`config.mk`:
```
export PLATFORM = sky130hd
export DESIGN_NAME = masked_byte_pattern_scanner_top_flat
export DESIGN_NICKNAME = d
export VERILOG_FILES = /design/src/design/mbps_pkg.sv /design/src/design/mbps_byte_if.sv /design/src/design/mbps_match_if.sv /design/src/design/mbps_cfg.sv /design/src/design/mbps_core.sv /design/src/design/masked_byte_pattern_scanner_top.sv /design/src/flat_wrapper.sv
export SDC_FILE = /design/constraint.sdc
export NUM_CORES = 1
export LEC_CHECK = 0
export ABC_CLOCK_PERIOD_IN_PS = 12200
export BUFFER_PORTS_ARGS = -buffer_cell sky130_fd_sc_hd__buf_2
export CAP_MARGIN = 5
export CORE_UTILIZATION = 38
export DETAILED_ROUTE_END_ITERATION = 8
export GPL_TIMING_DRIVEN = 0
export HOLD_SLACK_MARGIN = 0.12
export MAX_ROUTING_LAYER = met4
export PLACE_DENSITY = 0.55
export REMOVE_ABC_BUFFERS = 1
export SETUP_SLACK_MARGIN = 0.4
export SLEW_MARGIN = 20
export SYNTH_ARGS = -nofsm -noshare
export SYNTH_HDL_FRONTEND = slang
export SYNTH_SLANG_ARGS = --single-unit
```
`constraint.sdc`:
```
create_clock -name clk -period 12.2 [get_ports clk]
set_input_delay 1.22 -clock clk [delete_from_list [all_inputs] [get_ports clk]]
set_output_delay 1.22 -clock clk [all_outputs]
set_load 0.02 [all_outputs]
```
`src/design/mbps_pkg.sv`:
```
// Shared constants, register codes and configuration type for the masked byte
// pattern scanner. No dependencies; every other design file imports this package.
package mbps_pkg;

  localparam int MAX_PATTERN = 16;
  localparam int IDX_W       = $clog2(MAX_PATTERN);
  localparam int LEN_W       = IDX_W + 1;
  localparam int DATA_W      = 8;
  localparam int ADDR_W      = 48;
  localparam int COUNT_W     = 32;
  localparam int CFG_DATA_W  = 64;
  localparam int CFG_ADDR_W  = 6;
  localparam int REG_IDX_W   = 3;

  // register index, taken from paddr[5:3] (8-byte stride)
  typedef enum logic [REG_IDX_W-1:0] {
    REG_PATTERN_LOW  = 3'd0,
    REG_PATTERN_HIGH = 3'd1,
    REG_CARE_MASK    = 3'd2,
    REG_PATTERN_LEN  = 3'd3,
    REG_SKIP_OVERLAP = 3'd4
  } reg_idx_t;

  typedef struct packed {
    logic [MAX_PATTERN-1:0][DATA_W-1:0] pattern;
    logic [MAX_PATTERN-1:0]             care_mask;
    logic [LEN_W-1:0]                   pattern_length;
    logic                               skip_overlaps;
  } cfg_t;

  typedef struct packed {
    logic             stage_valid;
    logic [LEN_W-1:0] fill_count;
    logic [LEN_W-1:0] skip_countdown;
  } core_status_t;

endpackage

```
`src/design/mbps_byte_if.sv`:
```
// Byte stream channel of the scanner: valid/ready plus one addressed byte.
// Depends on mbps_pkg.
interface mbps_byte_if
  import mbps_pkg::*;
();
  logic              valid;
  logic              ready;
  logic [DATA_W-1:0] data_byte;
  logic [ADDR_W-1:0] byte_address;
  logic              region_start;

  modport source (output valid, data_byte, byte_address, region_start, input ready);
  modport sink   (input valid, data_byte, byte_address, region_start, output ready);
endinterface

```
`src/design/mbps_match_if.sv`:
```
// Match report channel of the scanner: valid/ready plus address and count.
// Depends on mbps_pkg.
interface mbps_match_if
  import mbps_pkg::*;
();
  logic               valid;
  logic               ready;
  logic [ADDR_W-1:0]  match_address;
  logic [COUNT_W-1:0] match_count;

  modport source (output valid, match_address, match_count, input ready);
  modport sink   (input valid, match_address, match_count, output ready);
endinterface

```
`src/design/mbps_cfg.sv`:
```
// APB-style configuration registers of the scanner (64-bit data, 8-byte stride).
// Depends on mbps_pkg.
module mbps_cfg
  import mbps_pkg::*;
(
  input  logic                  clk,
  input  logic                  rst,
  input  logic                  psel,
  input  logic                  penable,
  input  logic                  pwrite,
  input  logic [CFG_ADDR_W-1:0] paddr,
  input  logic [CFG_DATA_W-1:0] pwdata,
  output logic [CFG_DATA_W-1:0] prdata,
  output logic                  pready,
  output cfg_t                  cfg
);

  logic [CFG_DATA_W-1:0]  pattern_low;
  logic [CFG_DATA_W-1:0]  pattern_high;
  logic [MAX_PATTERN-1:0] care_mask;
  logic [LEN_W-1:0]       pattern_length;
  logic                   skip_overlaps;
  logic                   wr_en;
  reg_idx_t               idx;

  assign pready = 1'b1;
  assign wr_en  = psel && penable && pwrite;
  assign idx    = reg_idx_t'(paddr[CFG_ADDR_W-1:CFG_ADDR_W-REG_IDX_W]);

  always_ff @(posedge clk) begin
    if (rst) begin
      pattern_low    <= '0;
      pattern_high   <= '0;
      care_mask      <= '0;
      pattern_length <= LEN_W'(1);
      skip_overlaps  <= 1'b0;
    end else if (wr_en) begin
      case (idx)
        REG_PATTERN_LOW:  pattern_low    <= pwdata;
        REG_PATTERN_HIGH: pattern_high   <= pwdata;
        REG_CARE_MASK:    care_mask      <= pwdata[MAX_PATTERN-1:0];
        REG_PATTERN_LEN:  pattern_length <= pwdata[LEN_W-1:0];
        REG_SKIP_OVERLAP: skip_overlaps  <= pwdata[0];
        default: ;
      endcase
    end
  end

  always_comb begin
    case (idx)
      REG_PATTERN_LOW:  prdata = pattern_low;
      REG_PATTERN_HIGH: prdata = pattern_high;
      REG_CARE_MASK:    prdata = CFG_DATA_W'(care_mask);
      REG_PATTERN_LEN:  prdata = CFG_DATA_W'(pattern_length);
      REG_SKIP_OVERLAP: prdata = CFG_DATA_W'(skip_overlaps);
      default:          prdata = '0;
    endcase
  end

  assign cfg.pattern        = {pattern_high, pattern_low};
  assign cfg.care_mask      = care_mask;
  assign cfg.pattern_length = pattern_length;
  assign cfg.skip_overlaps  = skip_overlaps;

endmodule

```
`src/design/mbps_core.sv`:
```
// Scan datapath: input register, window shift, masked compare, result register.
// Depends on mbps_pkg, mbps_byte_if and mbps_match_if.
module mbps_core
  import mbps_pkg::*;
(
  input  logic         clk,
  input  logic         rst,
  input  cfg_t         cfg,
  mbps_byte_if.sink    bytes,
  mbps_match_if.source hits,
  output core_status_t status
);

  // input stage
  logic              stage_valid;
  logic [DATA_W-1:0] stage_data;
  logic [ADDR_W-1:0] stage_addr;
  logic              stage_region;

  // scan state
  logic [MAX_PATTERN-1:0][DATA_W-1:0] window;
  logic [MAX_PATTERN-1:0][DATA_W-1:0] window_next;
  logic [LEN_W-1:0]                   fill_count;
  logic [LEN_W-1:0]                   fill_count_next;
  logic [LEN_W-1:0]                   skip_countdown;
  logic [LEN_W-1:0]                   skip_countdown_next;
  logic [COUNT_W-1:0]                 matches_found;
  logic [COUNT_W-1:0]                 matches_found_next;

  // result register
  logic               out_valid;
  logic [ADDR_W-1:0]  out_addr;
  logic [COUNT_W-1:0] out_count;

  logic             advance;
  logic             process;
  logic             hit;
  logic [LEN_W-1:0] len_eff;
  logic [LEN_W-1:0] fill_base;
  logic [LEN_W-1:0] skip_base;

  assign advance     = !out_valid || hits.ready;
  assign process     = advance && stage_valid;
  assign bytes.ready = advance || !stage_valid;

  always_comb begin
    if (cfg.pattern_length == '0) begin
      len_eff = LEN_W'(1);
    end else if (cfg.pattern_length > LEN_W'(MAX_PATTERN)) begin
      len_eff = LEN_W'(MAX_PATTERN);
    end else begin
      len_eff = cfg.pattern_length;
    end
  end

  always_comb begin
    logic [LEN_W-1:0] age;
    window_next[0] = stage_data;
    for (int k = 1; k < MAX_PATTERN; k++) begin
      window_next[k] = window[k-1];
    end

    // a region start drops the window fill and any pending skip
    fill_base = stage_region ? '0 : fill_count;
    skip_base = stage_region ? '0 : skip_countdown;
    fill_count_next = (fill_base < LEN_W'(MAX_PATTERN)) ? fill_base + LEN_W'(1) : fill_base;

    // pattern byte j lines up with the byte taken len-1-j items ago
    hit = 1'b1;
    for (int j = 0; j < MAX_PATTERN; j++) begin
      age = len_eff - LEN_W'(1) - LEN_W'(j);
      if ((LEN_W'(j) < len_eff) && cfg.care_mask[j] &&
          (window_next[age[IDX_W-1:0]] != cfg.pattern[j])) begin
        hit = 1'b0;
      end
    end
    if ((skip_base != '0) || (fill_count_next < len_eff)) begin
      hit = 1'b0;
    end

    matches_found_next = matches_found;
    if (hit && (matches_found != '1)) begin
      matches_found_next = matches_found + COUNT_W'(1);
    end

    if (skip_base != '0) begin
      skip_countdown_next = skip_base - LEN_W'(1);
    end else if (hit && cfg.skip_overlaps) begin
      skip_countdown_next = len_eff - LEN_W'(1);
    end else begin
      skip_countdown_next = '0;
    end
  end

  always_ff @(posedge clk) begin
    if (rst) begin
      stage_valid    <= 1'b0;
      fill_count     <= '0;
      skip_countdown <= '0;
      matches_found  <= '0;
      out_valid      <= 1'b0;
    end else begin
      if (bytes.ready) begin
        stage_valid <= bytes.valid;
      end
      if (process) begin
        fill_count     <= fill_count_next;
        skip_countdown <= skip_countdown_next;
        matches_found  <= matches_found_next;
      end
      if (advance) begin
        out_valid <= stage_valid && hit;
      end
    end
  end

  always_ff @(posedge clk) begin
    if (bytes.valid && bytes.ready) begin
      stage_data   <= bytes.data_byte;
      stage_addr   <= bytes.byte_address;
      stage_region <= bytes.region_start;
    end
    if (process) begin
      window <= window_next;
    end
    if (process && hit) begin
      out_addr  <= stage_addr - ADDR_W'(len_eff - LEN_W'(1));
      out_count <= matches_found_next;
    end
  end

  assign hits.valid         = out_valid;
  assign hits.match_address = out_addr;
  assign hits.match_count   = out_count;

  assign status.stage_valid    = stage_valid;
  assign status.fill_count     = fill_count;
  assign status.skip_countdown = skip_countdown;

endmodule

```
`src/design/masked_byte_pattern_scanner_top.sv`:
```
// Masked byte pattern scanner: takes one addressed byte per cycle and reports
// matches of a wildcard pattern of up to 16 bytes. Throughput is one item per
// clock cycle; a byte goes through an input register and then a result
// register before its match is offered. The masked compare over the 16-byte
// window is combinational and lies between those two registers.
// Backpressure on the match channel stalls the input only once both the
// result register and the input register hold work. Configuration goes over
// the APB port at 8-byte stride: pattern bytes 0-7, pattern bytes 8-15, care
// mask, pattern length (0 acts as 1, above 16 as 16) and skip-overlaps; write
// it only while the scanner is idle. Depends on mbps_pkg, the channel
// interfaces, mbps_cfg and mbps_core.
module masked_byte_pattern_scanner_top
  import mbps_pkg::*;
(
  input  logic                  clk,
  input  logic                  rst,
  input  logic                  psel,
  input  logic                  penable,
  input  logic                  pwrite,
  input  logic [CFG_ADDR_W-1:0] paddr,
  input  logic [CFG_DATA_W-1:0] pwdata,
  output logic [CFG_DATA_W-1:0] prdata,
  output logic                  pready,
  mbps_byte_if.sink             bytes,
  mbps_match_if.source          hits
);

  cfg_t         cfg;
  core_status_t status;

  mbps_cfg u_cfg (
    .clk     (clk),
    .rst     (rst),
    .psel    (psel),
    .penable (penable),
    .pwrite  (pwrite),
    .paddr   (paddr),
    .pwdata  (pwdata),
    .prdata  (prdata),
    .pready  (pready),
    .cfg     (cfg)
  );

  mbps_core u_core (
    .clk     (clk),
    .rst     (rst),
    .cfg     (cfg),
    .bytes   (bytes),
    .hits    (hits),
    .status  (status)
  );

  a_fill_bound: assert property (@(posedge clk) disable iff (rst)
    status.fill_count <= LEN_W'(MAX_PATTERN))
    else $error("window fill count beyond window size");

  a_skip_bound: assert property (@(posedge clk) disable iff (rst)
    status.skip_countdown < LEN_W'(MAX_PATTERN))
    else $error("skip countdown longer than a pattern");

  a_stall: assert property (@(posedge clk) disable iff (rst)
    (hits.valid && !hits.ready && status.stage_valid) |-> !bytes.ready)
    else $error("input taken while both stages are held");

  a_count_nonzero: assert property (@(posedge clk) disable iff (rst)
    hits.valid |-> (hits.match_count != '0))
    else $error("match reported with zero count");

endmodule
```
`src/flat_wrapper.sv`:
```
// flat-port wrapper written by rule: the top's interface ports become plain ports
module masked_byte_pattern_scanner_top_flat import mbps_pkg::*;
  (clk, rst, psel, penable, pwrite, paddr, pwdata, prdata, pready, bytes_valid, bytes_data_byte, bytes_byte_address, bytes_region_start, bytes_ready, hits_valid, hits_match_address, hits_match_count, hits_ready);
  mbps_byte_if bytes_i ();
  mbps_match_if hits_i ();
  input  logic clk;
  input  logic rst;
  input  logic psel;
  input  logic penable;
  input  logic pwrite;
  input  logic [CFG_ADDR_W-1:0] paddr;
  input  logic [CFG_DATA_W-1:0] pwdata;
  output logic [CFG_DATA_W-1:0] prdata;
  output logic pready;
  input wire logic [$bits(bytes_i.valid)-1:0] bytes_valid;
  input wire logic [$bits(bytes_i.data_byte)-1:0] bytes_data_byte;
  input wire logic [$bits(bytes_i.byte_address)-1:0] bytes_byte_address;
  input wire logic [$bits(bytes_i.region_start)-1:0] bytes_region_start;
  output wire logic [$bits(bytes_i.ready)-1:0] bytes_ready;
  output wire logic [$bits(hits_i.valid)-1:0] hits_valid;
  output wire logic [$bits(hits_i.match_address)-1:0] hits_match_address;
  output wire logic [$bits(hits_i.match_count)-1:0] hits_match_count;
  input wire logic [$bits(hits_i.ready)-1:0] hits_ready;
  assign bytes_i.valid = bytes_valid;
  assign bytes_i.data_byte = bytes_data_byte;
  assign bytes_i.byte_address = bytes_byte_address;
  assign bytes_i.region_start = bytes_region_start;
  assign bytes_ready = bytes_i.ready;
  assign hits_valid = hits_i.valid;
  assign hits_match_address = hits_i.match_address;
  assign hits_match_count = hits_i.match_count;
  assign hits_i.ready = hits_ready;
  masked_byte_pattern_scanner_top u_core (.clk(clk), .rst(rst), .psel(psel), .penable(penable), .pwrite(pwrite), .paddr(paddr), .pwdata(pwdata), .prdata(prdata), .pready(pready), .bytes(bytes_i), .hits(hits_i));
endmodule
```
==> run summary <==
simple-gate share of the synthesized area: 14.81%
DR pass1 iterations: 5
Cell variety after synth: 94
setup slack, reg-to-reg: 2.91 ns
post-synthesis sequential area ratio: 40.84%
post-synthesis adder-cell area fraction: 2.924%
multi-input logic area: 0.01592 sq mm
Reg area: 0.01161 sq mm
mux cell area share after synthesis: 18.09%
worst path required time: 12.71 ns
Worst path max stage delay: 0.83 ns
RSZ-0062 raised after global routing: false
CP endpoint kind: register
root buf cell: clkbuf_16
predominant post-synthesis flop cell: edfxtp_1
total gr overflow: 0
post-CTS setup buffer count: 0
Filler cells: 6978
Die Ht: 275.4 microns
Top delay family on crit path: simple AND/OR/NAND/NOR gates
hold_ws: 0.4857 ns
Crit Reg-Reg Endpoint: u_core.u_core.matches_found[0]
DR WL/cell: 24.04 microns
Cell Area, Synth: 0.02841 sq mm
Die X: 275.4 microns
Slew Limit Fails: 0
slew margin rel.: 25.59%
Crit-path slowest cell: or4_1
Site Rows: 99
Crit Reg-Reg Startpoint: u_core.u_cfg.pattern_length[2]
Synth Register Bits: 451
XOR/XNOR share of the synthesized area: 6.813%
CP startpoint kind: register
Final ANT Viol Nets: 0
initial antenna violation count: 5
post-cts resize count: 0
worst hold path startpoint: u_core.u_cfg.pattern_low[33]
CTS clk-pin slew, worst paths: 0.06 ns
Ys Warns: 0
Pleak: 12.28 nW
layout cell share with drive strength beyond 1: 20.72%
f_max: 107.7 MHz
clock sinks: 451
Routed WL: 95.26 mm
DP HPWL: 69.47 mm
crit path kind: reg -> reg
Final nets: 3150
DIE AREA: 0.07586 sq mm
Final Cycle Share: 76.11%
Post-Synthesis Cells: 2746
CTS tree: yes
first-pass GRT wire length: 139.9 mm
WHS Endpoint: u_core.u_cfg.pattern_low[33]
number of global-route vias before repair: 22197
Post-synth EDFFs: 257
Pwr Density: 116.0 mW/mm^2
CTS Buf Count: 54
Max Cap Violations: 0
status: finished clean
Post-synth ARST share: 0%
DR iter-0 viols: 2452
WHS Path Cells: 2
Worst-Margin Slew: 1.116 ns
# hold bufs at CTS: 0
post-synthesis compound-gate area fraction: 12.96%
pin count of the biggest net entering global routing: 108
syn_area_per_cell: 10.35 sq um
Vias/cell: 5.897
min Tclk post-route: 9.285 ns
main combinational cell family by area after synthesis: multiplexers
P&R area growth vs syn: 15.48%
Final setup viols: 0
crit-path cells: or4_1 > nand2_8 > buf_16 > inv_6 > ha_1 > xnor2_4 > inv_4 > a211oi_4 > xor2_4 > mux4_2 > xor2_1 > nand4_1 > o311ai_0 > and3_2 > nand2_2 > nor3_1 > mux2_2
DRC errors left: 0
crit path DAT: 9.80 ns
Core Region: 0.07345 sq mm
Hold Path Class: reg -> reg
Max clock buf depth: 3
worst r2r path cells: 17
Total Routing Usage GR: 25.19%
Post-Route Utilization: 44.66%
via count: 23363
Post-Route Skew: 0.02584 ns
Max rail drop VDD: 0.1088 mV
most frequent cells in the layout: nand2_1, buf_2, edfxtp_1
clock latency at the later pin of the worst-skew pair: 0.64 ns
critical path buffer and inverter count: 3
htree depth: 2
Buffers on Ports: 276
Fin. Hold Viols: 0
commonest non-fill, non-tap cell in the layout: nand2_1
Initial Util: 38.68%
GPL Wtd Cong: 0.9691
IO Count: 281
crit path max fanout: 65
==> through the flow <==
step	instance area, sq um	setup slack (ns)	total power (W)	std cells	setup TNS, ns
CTS	32750	2.437	0.003835	3954	0
global route	32800	2.522	0.003936	3961	0
detailed placement	30950	2.547	0.002195	3852	0
global placement	30100	-11.78	0.002183	3795	-1497.94
floorplan	27520	-2.977	0.002019	2560	-238.16
finish	32810	2.915	0.003807	3962	0
==> cell type report <==
| cell class | instances | share of cell area, % |
|---|---|---|
| clock buffer | 75 | 4.794 |
| tap | 959 | 3.658 |
| timing repair buffer | 335 | 6.499 |
| clock inverter | 27 | 0.6979 |
| sequential | 451 | 35.38 |
| antenna | 6 | 0.04577 |
| inverter | 29 | 0.3966 |
| multi-input combinational | 2080 | 48.53 |
==> synthesized netlist by cell type, types with 6 or more instances <==
| cell | number | area [sq um] |
|---|---|---|
| a211oi_1 | 40 | 300.3 |
| a21o_1 | 31 | 232.7 |
| a21oi_1 | 256 | 1281 |
| a221oi_1 | 8 | 70.07 |
| a22o_1 | 53 | 464.2 |
| a22oi_1 | 13 | 97.59 |
| a31oi_1 | 32 | 200.2 |
| and2_1 | 14 | 87.58 |
| and3_1 | 28 | 175.2 |
| and3b_1 | 6 | 52.55 |
| and4_1 | 7 | 61.31 |
| buf_1 | 15 | 56.30 |
| buf_2 | 28 | 140.1 |
| buf_6 | 13 | 146.4 |
| clkbuf_1 | 122 | 457.9 |
| dfxtp_1 | 194 | 3884 |
| edfxtp_1 | 257 | 7717 |
| ha_1 | 64 | 800.8 |
| inv_1 | 24 | 90.09 |
| mux2_2 | 7 | 78.83 |
| mux2i_1 | 222 | 2222 |
| mux4_2 | 124 | 2793 |
| nand2_1 | 432 | 1622 |
| nand2b_1 | 17 | 106.4 |
| nand3_1 | 39 | 195.2 |
| nand4_1 | 57 | 356.6 |
| nor2_1 | 106 | 397.9 |
| nor2b_1 | 37 | 231.5 |
| nor3_1 | 46 | 230.2 |
| nor3_2 | 9 | 90.09 |
| nor4_1 | 8 | 50.05 |
| nor4_2 | 9 | 112.6 |
| o211ai_1 | 10 | 75.07 |
| o21a_1 | 10 | 75.07 |
| o21ai_0 | 47 | 235.2 |
| o221ai_1 | 9 | 78.83 |
| or3_1 | 26 | 162.7 |
| xnor2_1 | 151 | 1323 |
| xor2_1 | 60 | 525.5 |
==> state kept, by name, summed over array words and instances, names as in the netlist, 8 cells and up <==
name / cells
u_core.u_core.stage_data: 8
u_core.u_cfg.pattern_low: 64
u_core.u_cfg.pattern_high: 64
u_core.u_cfg.care_mask: 16
u_core.u_core.stage_addr: 48
u_core.u_core.window: 120
u_core.u_core.hits.match_address: 48
u_core.u_core.matches_found: 32
u_core.u_core.hits.match_count: 32
==> worst register-to-register path, stage by stage (launching register included) <==
cell and delay (ns):
dfxtp_1 0.57, or4_1 0.84, nand2_8 0.42, buf_16 0.41, inv_6 0.43, ha_1 0.47
xnor2_4 0.64, inv_4 0.41, a211oi_4 0.44, xor2_4 0.64, mux4_2 0.60, xor2_1 0.34
nand4_1 0.22, o311ai_0 0.43, and3_2 0.78, nand2_2 0.62, nor3_1 0.51, mux2_2 0.38
==> report_power, final <==
part	switching, W	total (W)	internal [W]
sequential	0.0000426	0.00171	0.00167
combinational	0.000279	0.000458	0.000179
clock	0.000691	0.00164	0.000947
==> how the worst max path moves through the flow <==
stage / startpoint / endpoint / slack, ns / cells past startpoint
floorplan: u_core.u_cfg.pattern_length[1] / u_core.u_core.hits.match_address[0] / -2.98 / 13
global placement: u_core.u_cfg.pattern_length[1] / u_core.u_core.hits.match_count[1] / -11.78 / 13
detailed placement: u_core.u_cfg.pattern_length[4] / u_core.u_core.matches_found[0] / 2.55 / 16
CTS: u_core.u_cfg.pattern_length[4] / u_core.u_core.matches_found[0] / 2.44 / 16
global route: u_core.u_cfg.pattern_length[2] / u_core.u_core.matches_found[0] / 2.52 / 17
finish: u_core.u_cfg.pattern_length[2] / u_core.u_core.matches_found[0] / 2.91 / 17
==> routing by layer <==
layer / share of wire, % / GRT usage [%]
met1: 42 / 33.05
met2: 46 / 39.01
met3: 7.5 / 4.211
met4: 3.6 / 9.203
met5: 0 / -
==> kinds of logic after synthesis <==
logic type	after synthesis
other	1
DFF	451
adders and majority gates	66
muxes	357
xor gates and xnor gates	215
buffers and inverters	215
AOI/OAI and AO/OA	571
and+or+nand+nor	870
(Power assumes the default switching activity.)
